===== src/rtl/tsq_pkg.sv =====
// tsq_pkg: shared types and constants for the two-stack queue
// used by tsq_ctrl, tsq_dp and two_stack_queue; no dependencies
`default_nettype none

package tsq_pkg;

  // default stack depth
  localparam int unsigned DEF_STACK_DEPTH = 1024;

  // result status codes
  localparam logic [1:0] ST_OK    = 2'd0;
  localparam logic [1:0] ST_EMPTY = 2'd1;
  localparam logic [1:0] ST_FULL  = 2'd2;

  // request action codes
  localparam logic ACT_PUSH = 1'b0;
  localparam logic ACT_POP  = 1'b1;

  // value reported by a pop on an empty queue
  localparam logic signed [31:0] POP_NONE = -32'sd1;

  // controller states
  typedef enum logic [1:0] {
    S_IDLE,
    S_MOVE,
    S_READ
  } state_t;

  // which result goes into the output register
  typedef enum logic [1:0] {
    RES_PUSH_OK,
    RES_PUSH_FULL,
    RES_EMPTY,
    RES_POP
  } res_sel_t;

  // controller to datapath commands
  typedef struct packed {
    logic     capture;  // latch the accepted request
    logic     push_wr;  // write request value onto inbound stack
    logic     pop_rd;   // read and drop top of outbound stack
    logic     mv_rd;    // read and drop top of inbound stack for a transfer
    logic     load;     // load output register
    res_sel_t sel;      // result source for load
  } cmd_t;

  // datapath to controller status
  typedef struct packed {
    logic in_empty;
    logic in_full;
    logic out_empty;
    logic mv_pend;      // transfer read in flight, write follows this cycle
    logic out_free;     // output register can take a result this cycle
  } stat_t;

endpackage

`default_nettype wire


===== src/rtl/tsq_ctrl.sv =====
// tsq_ctrl: sequencer for the two-stack queue
// depends on tsq_pkg; drives tsq_dp through tsq_pkg::cmd_t
`default_nettype none

module tsq_ctrl (
  input  wire logic           clk,
  input  wire logic           rst,
  input  wire logic           in_valid,
  output logic                in_stall,
  input  wire logic           action,
  input  wire tsq_pkg::stat_t stat,
  output tsq_pkg::cmd_t       cmd
);

  tsq_pkg::state_t state, state_next;

  // state register
  always_ff @(posedge clk) begin
    if (rst) begin
      state <= tsq_pkg::S_IDLE;
    end else begin
      state <= state_next;
    end
  end

  // next state and commands
  always_comb begin
    state_next  = state;
    in_stall    = 1'b1;
    cmd         = '0;
    cmd.sel     = tsq_pkg::RES_PUSH_OK;
    unique case (state)
      tsq_pkg::S_IDLE: begin
        in_stall = !stat.out_free;
        if (in_valid && stat.out_free) begin
          cmd.capture = 1'b1;
          if (action == tsq_pkg::ACT_PUSH) begin
            // push completes in the accept cycle
            cmd.push_wr = !stat.in_full;
            cmd.load    = 1'b1;
            if (stat.in_full) begin
              cmd.sel = tsq_pkg::RES_PUSH_FULL;
            end else begin
              cmd.sel = tsq_pkg::RES_PUSH_OK;
            end
          end else if (!stat.out_empty) begin
            cmd.pop_rd = 1'b1;
            state_next = tsq_pkg::S_READ;
          end else if (stat.in_empty) begin
            cmd.load = 1'b1;
            cmd.sel  = tsq_pkg::RES_EMPTY;
          end else begin
            state_next = tsq_pkg::S_MOVE;
          end
        end
      end
      tsq_pkg::S_MOVE: begin
        // one element read per cycle, written to outbound in the cycle after its read
        cmd.mv_rd = !stat.in_empty;
        if (stat.in_empty && !stat.mv_pend) begin
          cmd.pop_rd = 1'b1;
          state_next = tsq_pkg::S_READ;
        end
      end
      tsq_pkg::S_READ: begin
        if (stat.out_free) begin
          cmd.load   = 1'b1;
          cmd.sel    = tsq_pkg::RES_POP;
          state_next = tsq_pkg::S_IDLE;
        end
      end
      default: begin
        state_next = tsq_pkg::S_IDLE;
      end
    endcase
  end

endmodule

`default_nettype wire


===== config.mk =====
export PLATFORM = sky130hd
export DESIGN_NAME = tsq_ctrl
export DESIGN_NICKNAME = d
export VERILOG_FILES = /design/src/rtl/tsq_pkg.sv /design/src/rtl/tsq_ctrl.sv
export SDC_FILE = /design/constraint.sdc
export NUM_CORES = 1
export LEC_CHECK = 0
export BUFFER_PORTS_ARGS = -buffer_cell sky130_fd_sc_hd__buf_4
export CORE_AREA = 4 4 41 43
export DETAILED_ROUTE_END_ITERATION = 6
export DIE_AREA = 0 0 45 47
export PLACE_DENSITY_LB_ADDON = 0.05
export SETUP_SLACK_MARGIN = 0.3
export SLEW_MARGIN = 10
export SYNTH_ARGS = -nofsm -noshare
export SYNTH_HDL_FRONTEND = slang
export SYNTH_SLANG_ARGS = --single-unit

===== constraint.sdc =====
create_clock -name clk -period 1.5 [get_ports clk]
set_clock_uncertainty 0.05 [all_clocks]
set_input_delay 0.45 -clock clk [delete_from_list [all_inputs] [get_ports clk]]
set_output_delay 0.45 -clock clk [all_outputs]
set_load 0.005 [all_outputs]

==> results of run 1 <==
-- worst max-delay path, cell delays in order (launching register included) --
cell and delay, ns:
sky130_fd_sc_hd__dfxtp_2 0.31, sky130_fd_sc_hd__nand3b_4 0.14, sky130_fd_sc_hd__or3_4 0.34, sky130_fd_sc_hd__a21oi_2 0.12
sky130_fd_sc_hd__buf_4 0.12
-- routing by layer --
metal | share of wire [%] | GRT usage [%]
met1 | 38 | 9.255
met2 | 56 | 16.95
met3 | 6.2 | 3.065
met4 | 0 | 5.263
met5 | 0 | 0
-- stage by stage --
step                 power (W)  instances  cell area (um^2)
global placement     0.0001458         66             421.7
CTS                  0.0002841         73             508.0
floorplan           0.00008987         28             227.7
detailed placement   0.0001482         66             421.7
finish               0.0002766         75             526.8
global route         0.0002992         75             526.8
-- cells in the mapped netlist --
library cell / count
sky130_fd_sc_hd__nor2_1: 4
sky130_fd_sc_hd__a21oi_1: 3
sky130_fd_sc_hd__nand2_1: 3
sky130_fd_sc_hd__dfxtp_1: 2
sky130_fd_sc_hd__inv_1: 2
sky130_fd_sc_hd__nor3_1: 2
sky130_fd_sc_hd__a211oi_2: 1
sky130_fd_sc_hd__a21bo_2: 1
sky130_fd_sc_hd__a31oi_1: 1
sky130_fd_sc_hd__a41oi_1: 1
sky130_fd_sc_hd__clkbuf_1: 1
sky130_fd_sc_hd__nand3b_4: 1
sky130_fd_sc_hd__nor2b_1: 1
sky130_fd_sc_hd__nor4_1: 1
sky130_fd_sc_hd__o21a_1: 1
sky130_fd_sc_hd__o32a_1: 1
sky130_fd_sc_hd__or2_2: 1
sky130_fd_sc_hd__or3_4: 1
-- cells by family (layout without fill, tap and decap cells) --
kind of cell	count (synthesis)	count (layout)
DFF	2	2
AOI/OAI and AO/OA	9	9
buffers and inverters	3	35
and+or+nand+nor	14	14
-- cell type report --
cell class              instances  area, um^2  share of cell area, %
repair buffers                 30       244.0                  46.32
multi-input cells              23       188.9                  35.87
flip-flops and latches          2       42.54                  8.076
well taps                      15       18.77                  3.563
clock buffers                   3       22.52                  4.276
inverters                       2       10.01                  1.900
-- where the power goes --
group          total [W]  internal, W  leakage, nW  switching [W]
clock network   0.000116    0.0000881       0.0138      0.0000281
registers      0.0000597    0.0000556       0.0172     0.00000405
logic           0.000101    0.0000636        0.223      0.0000372
total           0.000277     0.000207        0.254      0.0000693
-- timing repair --
| action | CTS | global route |
|---|---|---|
| gates resized for setup | 11 | 1 |
| setup endpoints to repair | 9 | 9 |
| hold buffers | 0 | 0 |
| buffers inserted | 4 | 2 |
| pin swaps | 4 | 5 |
-- final timing paths --
| path | to | slack (ns) | cells past startpoint |
|---|---|---|---|
| setup reg to reg | state[1] | 0.14 | 5 |
| hold / removal | state[1] | 0.34 | 2 |
| setup / recovery | cmd[4] | -0.24 | 4 |
| hold reg to reg | state[0] | 0.53 | 1 |
==> metrics.txt, run 1 <==
# TYPE chip_impl_metric gauge
chip_impl_metric{name="whs",unit="ns"} 0.3358
chip_impl_metric{name="report.final.hold_viol_count",unit=""} 0
chip_impl_metric{name="timing.critical_path.fanout_max",unit=""} 2
chip_impl_info{name="yosysTopAreaCell",value="sky130_fd_sc_hd__dfxtp_1"} 1
chip_impl_metric{name="numCtsBuffers",unit=""} 3
chip_impl_metric{name="yosys.area_share.simple",unit="%"} 41.57
chip_impl_metric{name="antenna_cells",unit=""} 0
chip_impl_metric{name="drt_iter0_drc",unit=""} 1
chip_impl_metric{name="largest_reg_flops",unit=""} 2
chip_impl_metric{name="critical_path_required",unit="ns"} 1.00
chip_impl_metric{name="area_growth",unit="%"} 153.6
chip_impl_metric{name="synth.area.mux_share",unit="%"} 0
chip_impl_metric{name="achievable-frequency",unit="MHz"} 573.4
chip_impl_metric{name="finish.net_count",unit=""} 71
chip_impl_metric{name="cts-root-to-sink-buffers",unit=""} 2
chip_impl_info{name="largest_register",value="state"} 1
chip_impl_info{name="outcome",value="finished with violations"} 1
chip_impl_metric{name="final.setup.tns",unit="ns"} -1.088
chip_impl_metric{name="via_per_inst",unit=""} 4.280
chip_impl_metric{name="instance_count_of_the_mapped_netlist",unit=""} 28
chip_impl_metric{name="compound_gate_fraction_of_synth_area",unit="%"} 33.73
chip_impl_metric{name="via_count_of_the_first_global_routing_pass",unit=""} 342
chip_impl_info{name="worst_setup_path_end_kind",value="primary output"} 1
chip_impl_metric{name="row_count",unit=""} 13
chip_impl_metric{name="drt_pre_antenna_iters",unit=""} 2
chip_impl_info{name="final_cell_mix",value="sky130_fd_sc_hd__buf_4 (25), sky130_fd_sc_hd__buf_6 (5), sky130_fd_sc_hd__nor2_1 (3), sky130_fd_sc_hd__clkbuf_4 (3)"} 1
chip_impl_metric{name="layout_min_cycle_time",unit="ns"} 1.744
chip_impl_info{name="rsz0062_at_grt",value="yes"} 1
chip_impl_info{name="synth_area_leaders",value="sky130_fd_sc_hd__dfxtp_1 (19%), sky130_fd_sc_hd__nand3b_4 (9.6%), sky130_fd_sc_hd__a21oi_1 (7.2%)"} 1
chip_impl_info{name="timing.setup.critical_path_class",value="register to primary output"} 1
chip_impl_info{name="failed_checks",value="setup timing"} 1
chip_impl_metric{name="data_arrival_time_at_the_worst_slack_endpoint",unit="ns"} 1.24
chip_impl_metric{name="drc",unit=""} 0
chip_impl_metric{name="h-tree-depth",unit=""} 1
chip_impl_metric{name="synth_largest_type_area_fraction",unit="%"} 19.28
chip_impl_metric{name="core-area",unit="um^2"} 1301
chip_impl_metric{name="cts_sinks",unit=""} 2
chip_impl_metric{name="gp_congestion",unit=""} 0.6814
chip_impl_metric{name="worst_pin_slew",unit="ns"} 0.2304
chip_impl_metric{name="synth.yosys.warnings",unit=""} 0
chip_impl_metric{name="ir_drop",unit="uV"} 348.6
chip_impl_info{name="rr_startpoint",value="state[0]"} 1
chip_impl_metric{name="place.detailed.hpwl",unit="um"} 673.2
chip_impl_info{name="worst_setup_path_start_kind",value="register"} 1
chip_impl_info{name="combinational_family_with_the_most_area_after_synthesis",value="simple AND/OR/NAND/NOR gates"} 1
chip_impl_metric{name="grt_first_pass_wirelength",unit="mm"} 1.393
chip_impl_metric{name="ys_seq_elements",unit=""} 2
chip_impl_metric{name="tightest_slew_margin_relative_to_the_limit",unit="%"} 84.64
chip_impl_info{name="worst_setup_path_startpoint",value="state[0]"} 1
chip_impl_metric{name="route.vias.total",unit=""} 321
chip_impl_metric{name="die_area",unit="um^2"} 2115
chip_impl_metric{name="yosys.area_share.xor_xnor",unit="%"} 0
chip_impl_metric{name="ant_nets",unit=""} 0
chip_impl_metric{name="place_ws",unit="ns"} -0.2098
chip_impl_info{name="timing.hold.worst.start",value="rst"} 1
chip_impl_metric{name="worst_slack",unit="ns"} -0.2439
chip_impl_metric{name="grt_usage",unit="%"} 9.299
chip_impl_metric{name="die-width",unit="um"} 45
chip_impl_metric{name="p_leak",unit="nW"} 0.2541
chip_impl_info{name="hold_path_class",value="input pin to register"} 1
chip_impl_metric{name="clock_latency",unit="ns"} 0.22
chip_impl_metric{name="maximum_number_of_pins_on_one_net_before_global_route_repair",unit=""} 12
chip_impl_metric{name="grt_remaining_overflow",unit=""} 0
chip_impl_info{name="cts_tree",value="built"} 1
chip_impl_info{name="mostFrequentLayoutCell",value="sky130_fd_sc_hd__buf_4"} 1
chip_impl_metric{name="layout-drive-gt1-share",unit="%"} 76.67
chip_impl_metric{name="synthesis.area",unit="um^2"} 207.7
chip_impl_metric{name="floorplan.die.height",unit="um"} 47
chip_impl_metric{name="number_of_antenna_violations_at_the_first_check_in_global_routing",unit=""} 0
chip_impl_metric{name="fin_crit_sh",unit="%"} 116.3
chip_impl_info{name="cts_root_buffer",value="sky130_fd_sc_hd__clkbuf_4"} 1
chip_impl_metric{name="wire_per_inst",unit="um"} 11.23
chip_impl_metric{name="cts.clk_slew.worst_paths",unit="ns"} 0.03
chip_impl_metric{name="routed_wl",unit="um"} 842
chip_impl_metric{name="synthAdderAreaFrac",unit="%"} 0
chip_impl_metric{name="cellPowerDensity",unit="nW/um^2"} 525.0
chip_impl_metric{name="postSynthAreaPerCell",unit="um^2"} 7.418
chip_impl_metric{name="n_fill_cell",unit=""} 145
chip_impl_metric{name="timing.final.setup_violations",unit=""} 8
chip_impl_metric{name="initial_core_utilization",unit="%"} 15.96
chip_impl_metric{name="cap_viol_max_count",unit=""} 0
chip_impl_metric{name="sequential_to_total_area_share_from_yosys_stat",unit="%"} 19.28
chip_impl_metric{name="final_max_slew_viol_count",unit=""} 0
chip_impl_metric{name="synth_cell_type_count",unit=""} 18
chip_impl_info{name="biggestRegsByFlops",value="state (2)"} 1
chip_impl_metric{name="synth_fp_nets",unit=""} 37
chip_impl_metric{name="port_buffers",unit=""} 16
chip_impl_metric{name="pin_count",unit=""} 17
chip_impl_metric{name="utilization",unit="%"} 40.48
Power figures use the tool's default switching activity.
==> run 2: changes to the inputs <==
--- a/config.mk
+++ b/config.mk
@@ -6,6 +6,8 @@
 export NUM_CORES = 1
 export LEC_CHECK = 0
 export BUFFER_PORTS_ARGS = -buffer_cell sky130_fd_sc_hd__buf_4
+export CELL_PAD_IN_SITES_DETAIL_PLACEMENT = 0
+export CELL_PAD_IN_SITES_GLOBAL_PLACEMENT = 1
 export CORE_AREA = 4 4 41 43
 export DETAILED_ROUTE_END_ITERATION = 6
 export DIE_AREA = 0 0 45 47
==> run 2 against run 1 <==
Compared with the run above:
- the run still ends with setup timing left
- worst hold slack gained 0.0014 ns
- critical path depth is the same
- global-route usage grew 1.3 points
- first-iteration DRC count grew to 4.0 times the previous value
- sequential power grew 1%
- total power grew 7.4%
- largest power group is now combinational logic
==> metrics.txt, run 2 (synthesized netlist as in run 1, its figures left out) <==
# TYPE chip_impl_metric gauge
chip_impl_metric{name="p_leak",unit="nW"} 0.2706
chip_impl_info{name="mostFrequentLayoutCell",value="sky130_fd_sc_hd__buf_4"} 1
chip_impl_metric{name="maximum_number_of_pins_on_one_net_before_global_route_repair",unit=""} 12
chip_impl_metric{name="ir_drop",unit="uV"} 353.6
chip_impl_metric{name="largest_reg_flops",unit=""} 2
chip_impl_metric{name="drt_iter0_drc",unit=""} 4
chip_impl_metric{name="drt_pre_antenna_iters",unit=""} 4
chip_impl_metric{name="number_of_antenna_violations_at_the_first_check_in_global_routing",unit=""} 0
chip_impl_metric{name="totalPowerFinal",unit="W"} 0.0002970
chip_impl_metric{name="route.vias.total",unit=""} 329
chip_impl_metric{name="rrSetupSlack",unit="ns"} 0.03
chip_impl_metric{name="area_growth",unit="%"} 183.1
chip_impl_metric{name="layout-drive-gt1-share",unit="%"} 82.26
chip_impl_metric{name="wire_per_inst",unit="um"} 11.60
chip_impl_metric{name="port_buffers",unit=""} 16
chip_impl_info{name="hold_path_class",value="input pin to register"} 1
chip_impl_metric{name="h-tree-depth",unit=""} 1
chip_impl_info{name="rsz0062_at_grt",value="yes"} 1
chip_impl_metric{name="grt_remaining_overflow",unit=""} 0
chip_impl_metric{name="final_max_slew_viol_count",unit=""} 0
chip_impl_metric{name="n_fill_cell",unit=""} 146
chip_impl_metric{name="layout_min_cycle_time",unit="ns"} 1.738
chip_impl_metric{name="pin_count",unit=""} 17
chip_impl_info{name="outcome",value="finished with violations"} 1
chip_impl_metric{name="cts-root-to-sink-buffers",unit=""} 2
chip_impl_metric{name="die_area",unit="um^2"} 2115
chip_impl_metric{name="final_instance_area",unit="um^2"} 588.1
chip_impl_metric{name="die-width",unit="um"} 45
chip_impl_metric{name="core-area",unit="um^2"} 1301
chip_impl_metric{name="worst_pin_slew",unit="ns"} 0.3057
chip_impl_metric{name="critical_path_required",unit="ns"} 1.00
chip_impl_metric{name="timing.critical_path.fanout_max",unit=""} 2
chip_impl_metric{name="row_count",unit=""} 13
chip_impl_metric{name="via_per_inst",unit=""} 4.273
chip_impl_metric{name="routed_wl",unit="um"} 893
chip_impl_metric{name="fin_crit_sh",unit="%"} 115.8
chip_impl_metric{name="antenna_cells",unit=""} 0
chip_impl_metric{name="post_route_non_filler_standard_cell_count",unit=""} 77
chip_impl_metric{name="cts.clk_slew.worst_paths",unit="ns"} 0.03
chip_impl_metric{name="gp_congestion",unit=""} 0.6916
chip_impl_metric{name="timing.final.setup_violations",unit=""} 8
chip_impl_info{name="final_cell_mix",value="sky130_fd_sc_hd__buf_4 (23), sky130_fd_sc_hd__buf_6 (8), sky130_fd_sc_hd__nor2_4 (3), sky130_fd_sc_hd__clkbuf_4 (3)"} 1
chip_impl_metric{name="ant_nets",unit=""} 0
chip_impl_metric{name="initial_core_utilization",unit="%"} 15.96
chip_impl_metric{name="cts_sinks",unit=""} 2
chip_impl_metric{name="worst_slack",unit="ns"} -0.2377
chip_impl_info{name="timing.setup.critical_path_class",value="register to primary output"} 1
chip_impl_metric{name="place.detailed.hpwl",unit="um"} 627.7
chip_impl_info{name="worst_setup_path_start_kind",value="register"} 1
chip_impl_metric{name="dpl-instance-area",unit="um^2"} 421.7
chip_impl_info{name="cts_root_buffer",value="sky130_fd_sc_hd__clkbuf_4"} 1
chip_impl_metric{name="grt_first_pass_wirelength",unit="mm"} 1.531
chip_impl_metric{name="via_count_of_the_first_global_routing_pass",unit=""} 332
chip_impl_metric{name="utilization",unit="%"} 45.19
chip_impl_metric{name="grt_usage",unit="%"} 10.56
chip_impl_metric{name="clock_latency",unit="ns"} 0.22
chip_impl_info{name="largest_register",value="state"} 1
chip_impl_metric{name="post-place-cells",unit=""} 66
chip_impl_metric{name="report.final.hold_viol_count",unit=""} 0
chip_impl_info{name="biggestRegsByFlops",value="state (2)"} 1
chip_impl_metric{name="finish.net_count",unit=""} 73
chip_impl_metric{name="data_arrival_time_at_the_worst_slack_endpoint",unit="ns"} 1.24
chip_impl_metric{name="floorplan.die.height",unit="um"} 47
chip_impl_info{name="worst_setup_path_end_kind",value="primary output"} 1
chip_impl_metric{name="tightest_slew_margin_relative_to_the_limit",unit="%"} 79.35
chip_impl_info{name="failed_checks",value="setup timing"} 1
chip_impl_metric{name="cellPowerDensity",unit="nW/um^2"} 505.0
chip_impl_info{name="cts_tree",value="built"} 1
chip_impl_metric{name="numCtsBuffers",unit=""} 3
chip_impl_metric{name="drc",unit=""} 0
chip_impl_metric{name="achievable-frequency",unit="MHz"} 575.5
chip_impl_metric{name="cap_viol_max_count",unit=""} 0
-- run 2: cell types whose count changed in the layout (fill, tap and decap cells not counted), sizes merged --
cell | previous run | this run
buf | 30 | 32
-- run 2: power breakdown --
group	switching [W]	internal (W)	leakage, nW
Sequential	0.00000488	0.0000556	0.0172
Combinational	0.0000449	0.0000761	0.240
Clock	0.0000275	0.0000880	0.0138
-- run 2: layer usage --
metal	part of all wire [%]	routed length (um)	global-route usage [%]
met1	37	334	12.19
met2	56	500	18.08
met3	6.6	59	1.533
met4	0	0	7.018
met5	0	0	0
-- run 2: worst max-delay path, stage by stage (launching register included) --
cell	delay [ns]
sky130_fd_sc_hd__dfxtp_2	0.31
sky130_fd_sc_hd__nand3b_4	0.14
sky130_fd_sc_hd__or3_4	0.34
sky130_fd_sc_hd__a21oi_2	0.12
sky130_fd_sc_hd__buf_4	0.12
-- run 2: worst paths after layout --
kind,start,cells past startpoint,end
min,rst,2,state[1]
max,state[0],4,cmd[4]
max reg2reg,state[0],6,state[0]
min reg2reg,state[1],1,state[0]
-- run 2: layout make-up --
class / count / area [um^2] / area share [%]
repair buffers: 32 / 282.8 / 48.09
multi-input cells: 23 / 211.5 / 35.96
clock buffers: 3 / 22.52 / 3.830
well taps: 15 / 18.77 / 3.191
inverters: 2 / 10.01 / 1.702
flip-flops and latches: 2 / 42.54 / 7.234
-- run 2: through the flow --
stage	hold slack (ns)	TNS (ns)	setup slack, ns
2_1_floorplan	0.4597	0	0.007215
4_1_cts	0.3298	-1.496	-0.2553
5_1_grt	0.3332	-1.960	-0.3144
6_report	0.3373	-1.322	-0.2377
3_3_place_gp	0.5691	-0.6772	-0.2050
3_5_place_dp	0.5728	-0.7600	-0.2071
-- run 2: timing repair --
action	in CTS	in global routing
hold buffers	0	0
resized for setup	20	1
setup buffers	6	2
endpoints found under the setup margin	9	10
pin swaps	7	4
==> run 3: changes to the inputs <==
--- a/config.mk
+++ b/config.mk
@@ -5,13 +5,13 @@
 export SDC_FILE = /design/constraint.sdc
 export NUM_CORES = 1
 export LEC_CHECK = 0
-export BUFFER_PORTS_ARGS = -buffer_cell sky130_fd_sc_hd__buf_4
 export CELL_PAD_IN_SITES_DETAIL_PLACEMENT = 0
 export CELL_PAD_IN_SITES_GLOBAL_PLACEMENT = 1
 export CORE_AREA = 4 4 41 43
 export DETAILED_ROUTE_END_ITERATION = 6
 export DIE_AREA = 0 0 45 47
-export PLACE_DENSITY_LB_ADDON = 0.05
+export DONT_BUFFER_PORTS = 1
+export PLACE_DENSITY = 0.44
 export SETUP_SLACK_MARGIN = 0.3
 export SLEW_MARGIN = 10
 export SYNTH_ARGS = -nofsm -noshare
==> run 3 against run 2 <==
Compared with the run above:
- the run still ends with setup timing left
- setup slack improved by 0.079 ns
- register-to-register slack got worse by 0.07 ns
- flip-flop and latch count unchanged
- design area shrank 19%
- sequential share of layout area rose by 2.0 points
- total power is 15% lower
- maximum frequency increased by 4.8%
- critical path depth is 1 lower
- global-route usage fell by 1.0 points
- first-iteration DRC count shrank 100%
- combinational power down 38%
- largest power group is now the clock network
- highest routed layer is now met4
==> metrics.txt, run 3 (synthesized netlist as in run 1, its figures left out) <==
# TYPE chip_impl_metric gauge
chip_impl_metric{name="area_growth",unit="%"} 129.5
chip_impl_metric{name="cts_sinks",unit=""} 2
chip_impl_metric{name="pin_count",unit=""} 17
chip_impl_metric{name="drc",unit=""} 0
chip_impl_metric{name="route.vias.total",unit=""} 260
chip_impl_metric{name="drt_pre_antenna_iters",unit=""} 1
chip_impl_metric{name="grt_remaining_overflow",unit=""} 0
chip_impl_metric{name="report.final.hold_viol_count",unit=""} 0
chip_impl_info{name="failed_checks",value="setup timing"} 1
chip_impl_metric{name="row_count",unit=""} 13
chip_impl_metric{name="worst_slack",unit="ns"} -0.1583
chip_impl_info{name="final_cell_mix",value="sky130_fd_sc_hd__buf_6 (5), sky130_fd_sc_hd__buf_4 (5), sky130_fd_sc_hd__nor2_4 (4)"} 1
chip_impl_metric{name="whs",unit="ns"} 0.2305
chip_impl_metric{name="grt.met3_usage",unit="%"} 3.065
chip_impl_metric{name="place.detailed.hpwl",unit="um"} 585.6
chip_impl_metric{name="clock_latency",unit="ns"} 0.22
chip_impl_metric{name="number_of_antenna_violations_at_the_first_check_in_global_routing",unit=""} 0
chip_impl_metric{name="largest_reg_flops",unit=""} 2
chip_impl_metric{name="layout-drive-gt1-share",unit="%"} 78.05
chip_impl_metric{name="worst_pin_slew",unit="ns"} 0.2570
chip_impl_metric{name="maximum_number_of_pins_on_one_net_before_global_route_repair",unit=""} 7
chip_impl_metric{name="port_buffers",unit=""} 0
chip_impl_metric{name="achievable-frequency",unit="MHz"} 603.0
chip_impl_metric{name="fin_crit_sh",unit="%"} 110.6
chip_impl_info{name="cts_tree",value="built"} 1
chip_impl_info{name="largest_register",value="state"} 1
chip_impl_metric{name="finish.net_count",unit=""} 52
chip_impl_info{name="worst_setup_path_start_kind",value="register"} 1
chip_impl_metric{name="die_area",unit="um^2"} 2115
chip_impl_info{name="biggestRegsByFlops",value="state (2)"} 1
chip_impl_metric{name="layout_min_cycle_time",unit="ns"} 1.658
chip_impl_metric{name="cap_viol_max_count",unit=""} 0
chip_impl_metric{name="timing.final.setup_violations",unit=""} 6
chip_impl_info{name="gr-max-usage-layer",value="met2"} 1
chip_impl_metric{name="grt_first_pass_wirelength",unit="mm"} 1.373
chip_impl_info{name="outcome",value="finished with violations"} 1
chip_impl_metric{name="routed_wl",unit="um"} 814
chip_impl_info{name="rsz0062_at_grt",value="yes"} 1
chip_impl_metric{name="gp_congestion",unit=""} 0.7545
chip_impl_metric{name="final_instance_area",unit="um^2"} 476.7
chip_impl_info{name="timing.setup.critical_path_class",value="register to primary output"} 1
chip_impl_metric{name="groute.layer.met2.usage",unit="%"} 16.67
chip_impl_metric{name="grt_use_met1",unit="%"} 8.844
chip_impl_metric{name="place_ws",unit="ns"} -0.02787
chip_impl_metric{name="p_leak",unit="nW"} 0.1752
chip_impl_metric{name="ant_nets",unit=""} 0
chip_impl_metric{name="h-tree-depth",unit=""} 1
chip_impl_metric{name="ir_drop",unit="uV"} 237.6
chip_impl_metric{name="numCtsBuffers",unit=""} 3
chip_impl_metric{name="final_max_slew_viol_count",unit=""} 0
chip_impl_metric{name="grt_usage",unit="%"} 9.550
chip_impl_metric{name="cts-root-to-sink-buffers",unit=""} 2
chip_impl_info{name="worst_setup_path_end_kind",value="primary output"} 1
chip_impl_metric{name="timing.critical_path.fanout_max",unit=""} 2
chip_impl_metric{name="via_count_of_the_first_global_routing_pass",unit=""} 307
chip_impl_metric{name="antenna_cells",unit=""} 0
chip_impl_metric{name="drt_iter0_drc",unit=""} 0
chip_impl_info{name="hold_path_class",value="input pin to register"} 1
chip_impl_metric{name="wire_per_inst",unit="um"} 14.54
chip_impl_metric{name="via_per_inst",unit=""} 4.643
chip_impl_metric{name="data_arrival_time_at_the_worst_slack_endpoint",unit="ns"} 1.16
chip_impl_metric{name="cellPowerDensity",unit="nW/um^2"} 530.8
chip_impl_metric{name="critical_path_required",unit="ns"} 1.00
chip_impl_metric{name="initial_core_utilization",unit="%"} 15.96
chip_impl_metric{name="dpl-instance-area",unit="um^2"} 279.0
chip_impl_metric{name="rrSetupSlack",unit="ns"} -0.04
chip_impl_metric{name="cts_hold_buffers",unit=""} 0
chip_impl_metric{name="floorplan.die.height",unit="um"} 47
chip_impl_metric{name="die-width",unit="um"} 45
chip_impl_info{name="cts_root_buffer",value="sky130_fd_sc_hd__clkbuf_4"} 1
chip_impl_metric{name="cts.clk_slew.worst_paths",unit="ns"} 0.03
chip_impl_metric{name="core-area",unit="um^2"} 1301
chip_impl_metric{name="tightest_slew_margin_relative_to_the_limit",unit="%"} 82.79
-- run 3: final timing paths --
check        startpoint  endpoint  cells past startpoint
max reg2reg    state[0]  state[1]                      7
min reg2reg    state[1]  state[0]                      2
max            state[0]    cmd[4]                      3
min                 rst  state[1]                      1
-- run 3: per-layer routing --
layer  vias to the layer above  share of wire [%]  wire (um)
met5                         -                  0          0
met4                         0                1.7         14
met3                         2                 12         94
met2                        13                 55        451
met1                       117                 31        253
li1                        128                  -          -
-- run 3: timing repair --
item	CTS	global route
pin swaps	7	4
setup endpoints to repair	9	10
resized for setup	24	3
buffers inserted	6	0
-- run 3: power breakdown --
group,internal [W],switching (W)
logic,0.0000436,0.0000318
clock network,0.0000884,0.0000317
registers,0.0000543,0.00000326
-- run 3: final cells by class --
type,count,area (um^2)
clock buffers,3,22.52
fillers,147,824.5
inverters,2,12.51
multi-input cells,23,265.3
flip-flops and latches,2,43.79
well taps,15,18.77
repair buffers,11,113.9
-- run 3: stage by stage --
stage                power [W]  cells  util [%]  TNS (ns)
finish               0.0002530     56     36.63   -0.3494
global route         0.0002697     56     36.63   -0.6514
CTS                  0.0002601     56     35.38   -0.4984
detailed placement   0.0001028     47     21.44  -0.02787
global placement     0.0001025     47     21.44  -0.03052
floorplan           0.00008987     28         -         0
-- run 3: critical path, cell delays in order, from the launching register on --
cell	delay, ns
sky130_fd_sc_hd__dfxtp_1	0.30
sky130_fd_sc_hd__nand3b_4	0.15
sky130_fd_sc_hd__or3_4	0.35
sky130_fd_sc_hd__a21oi_4	0.14
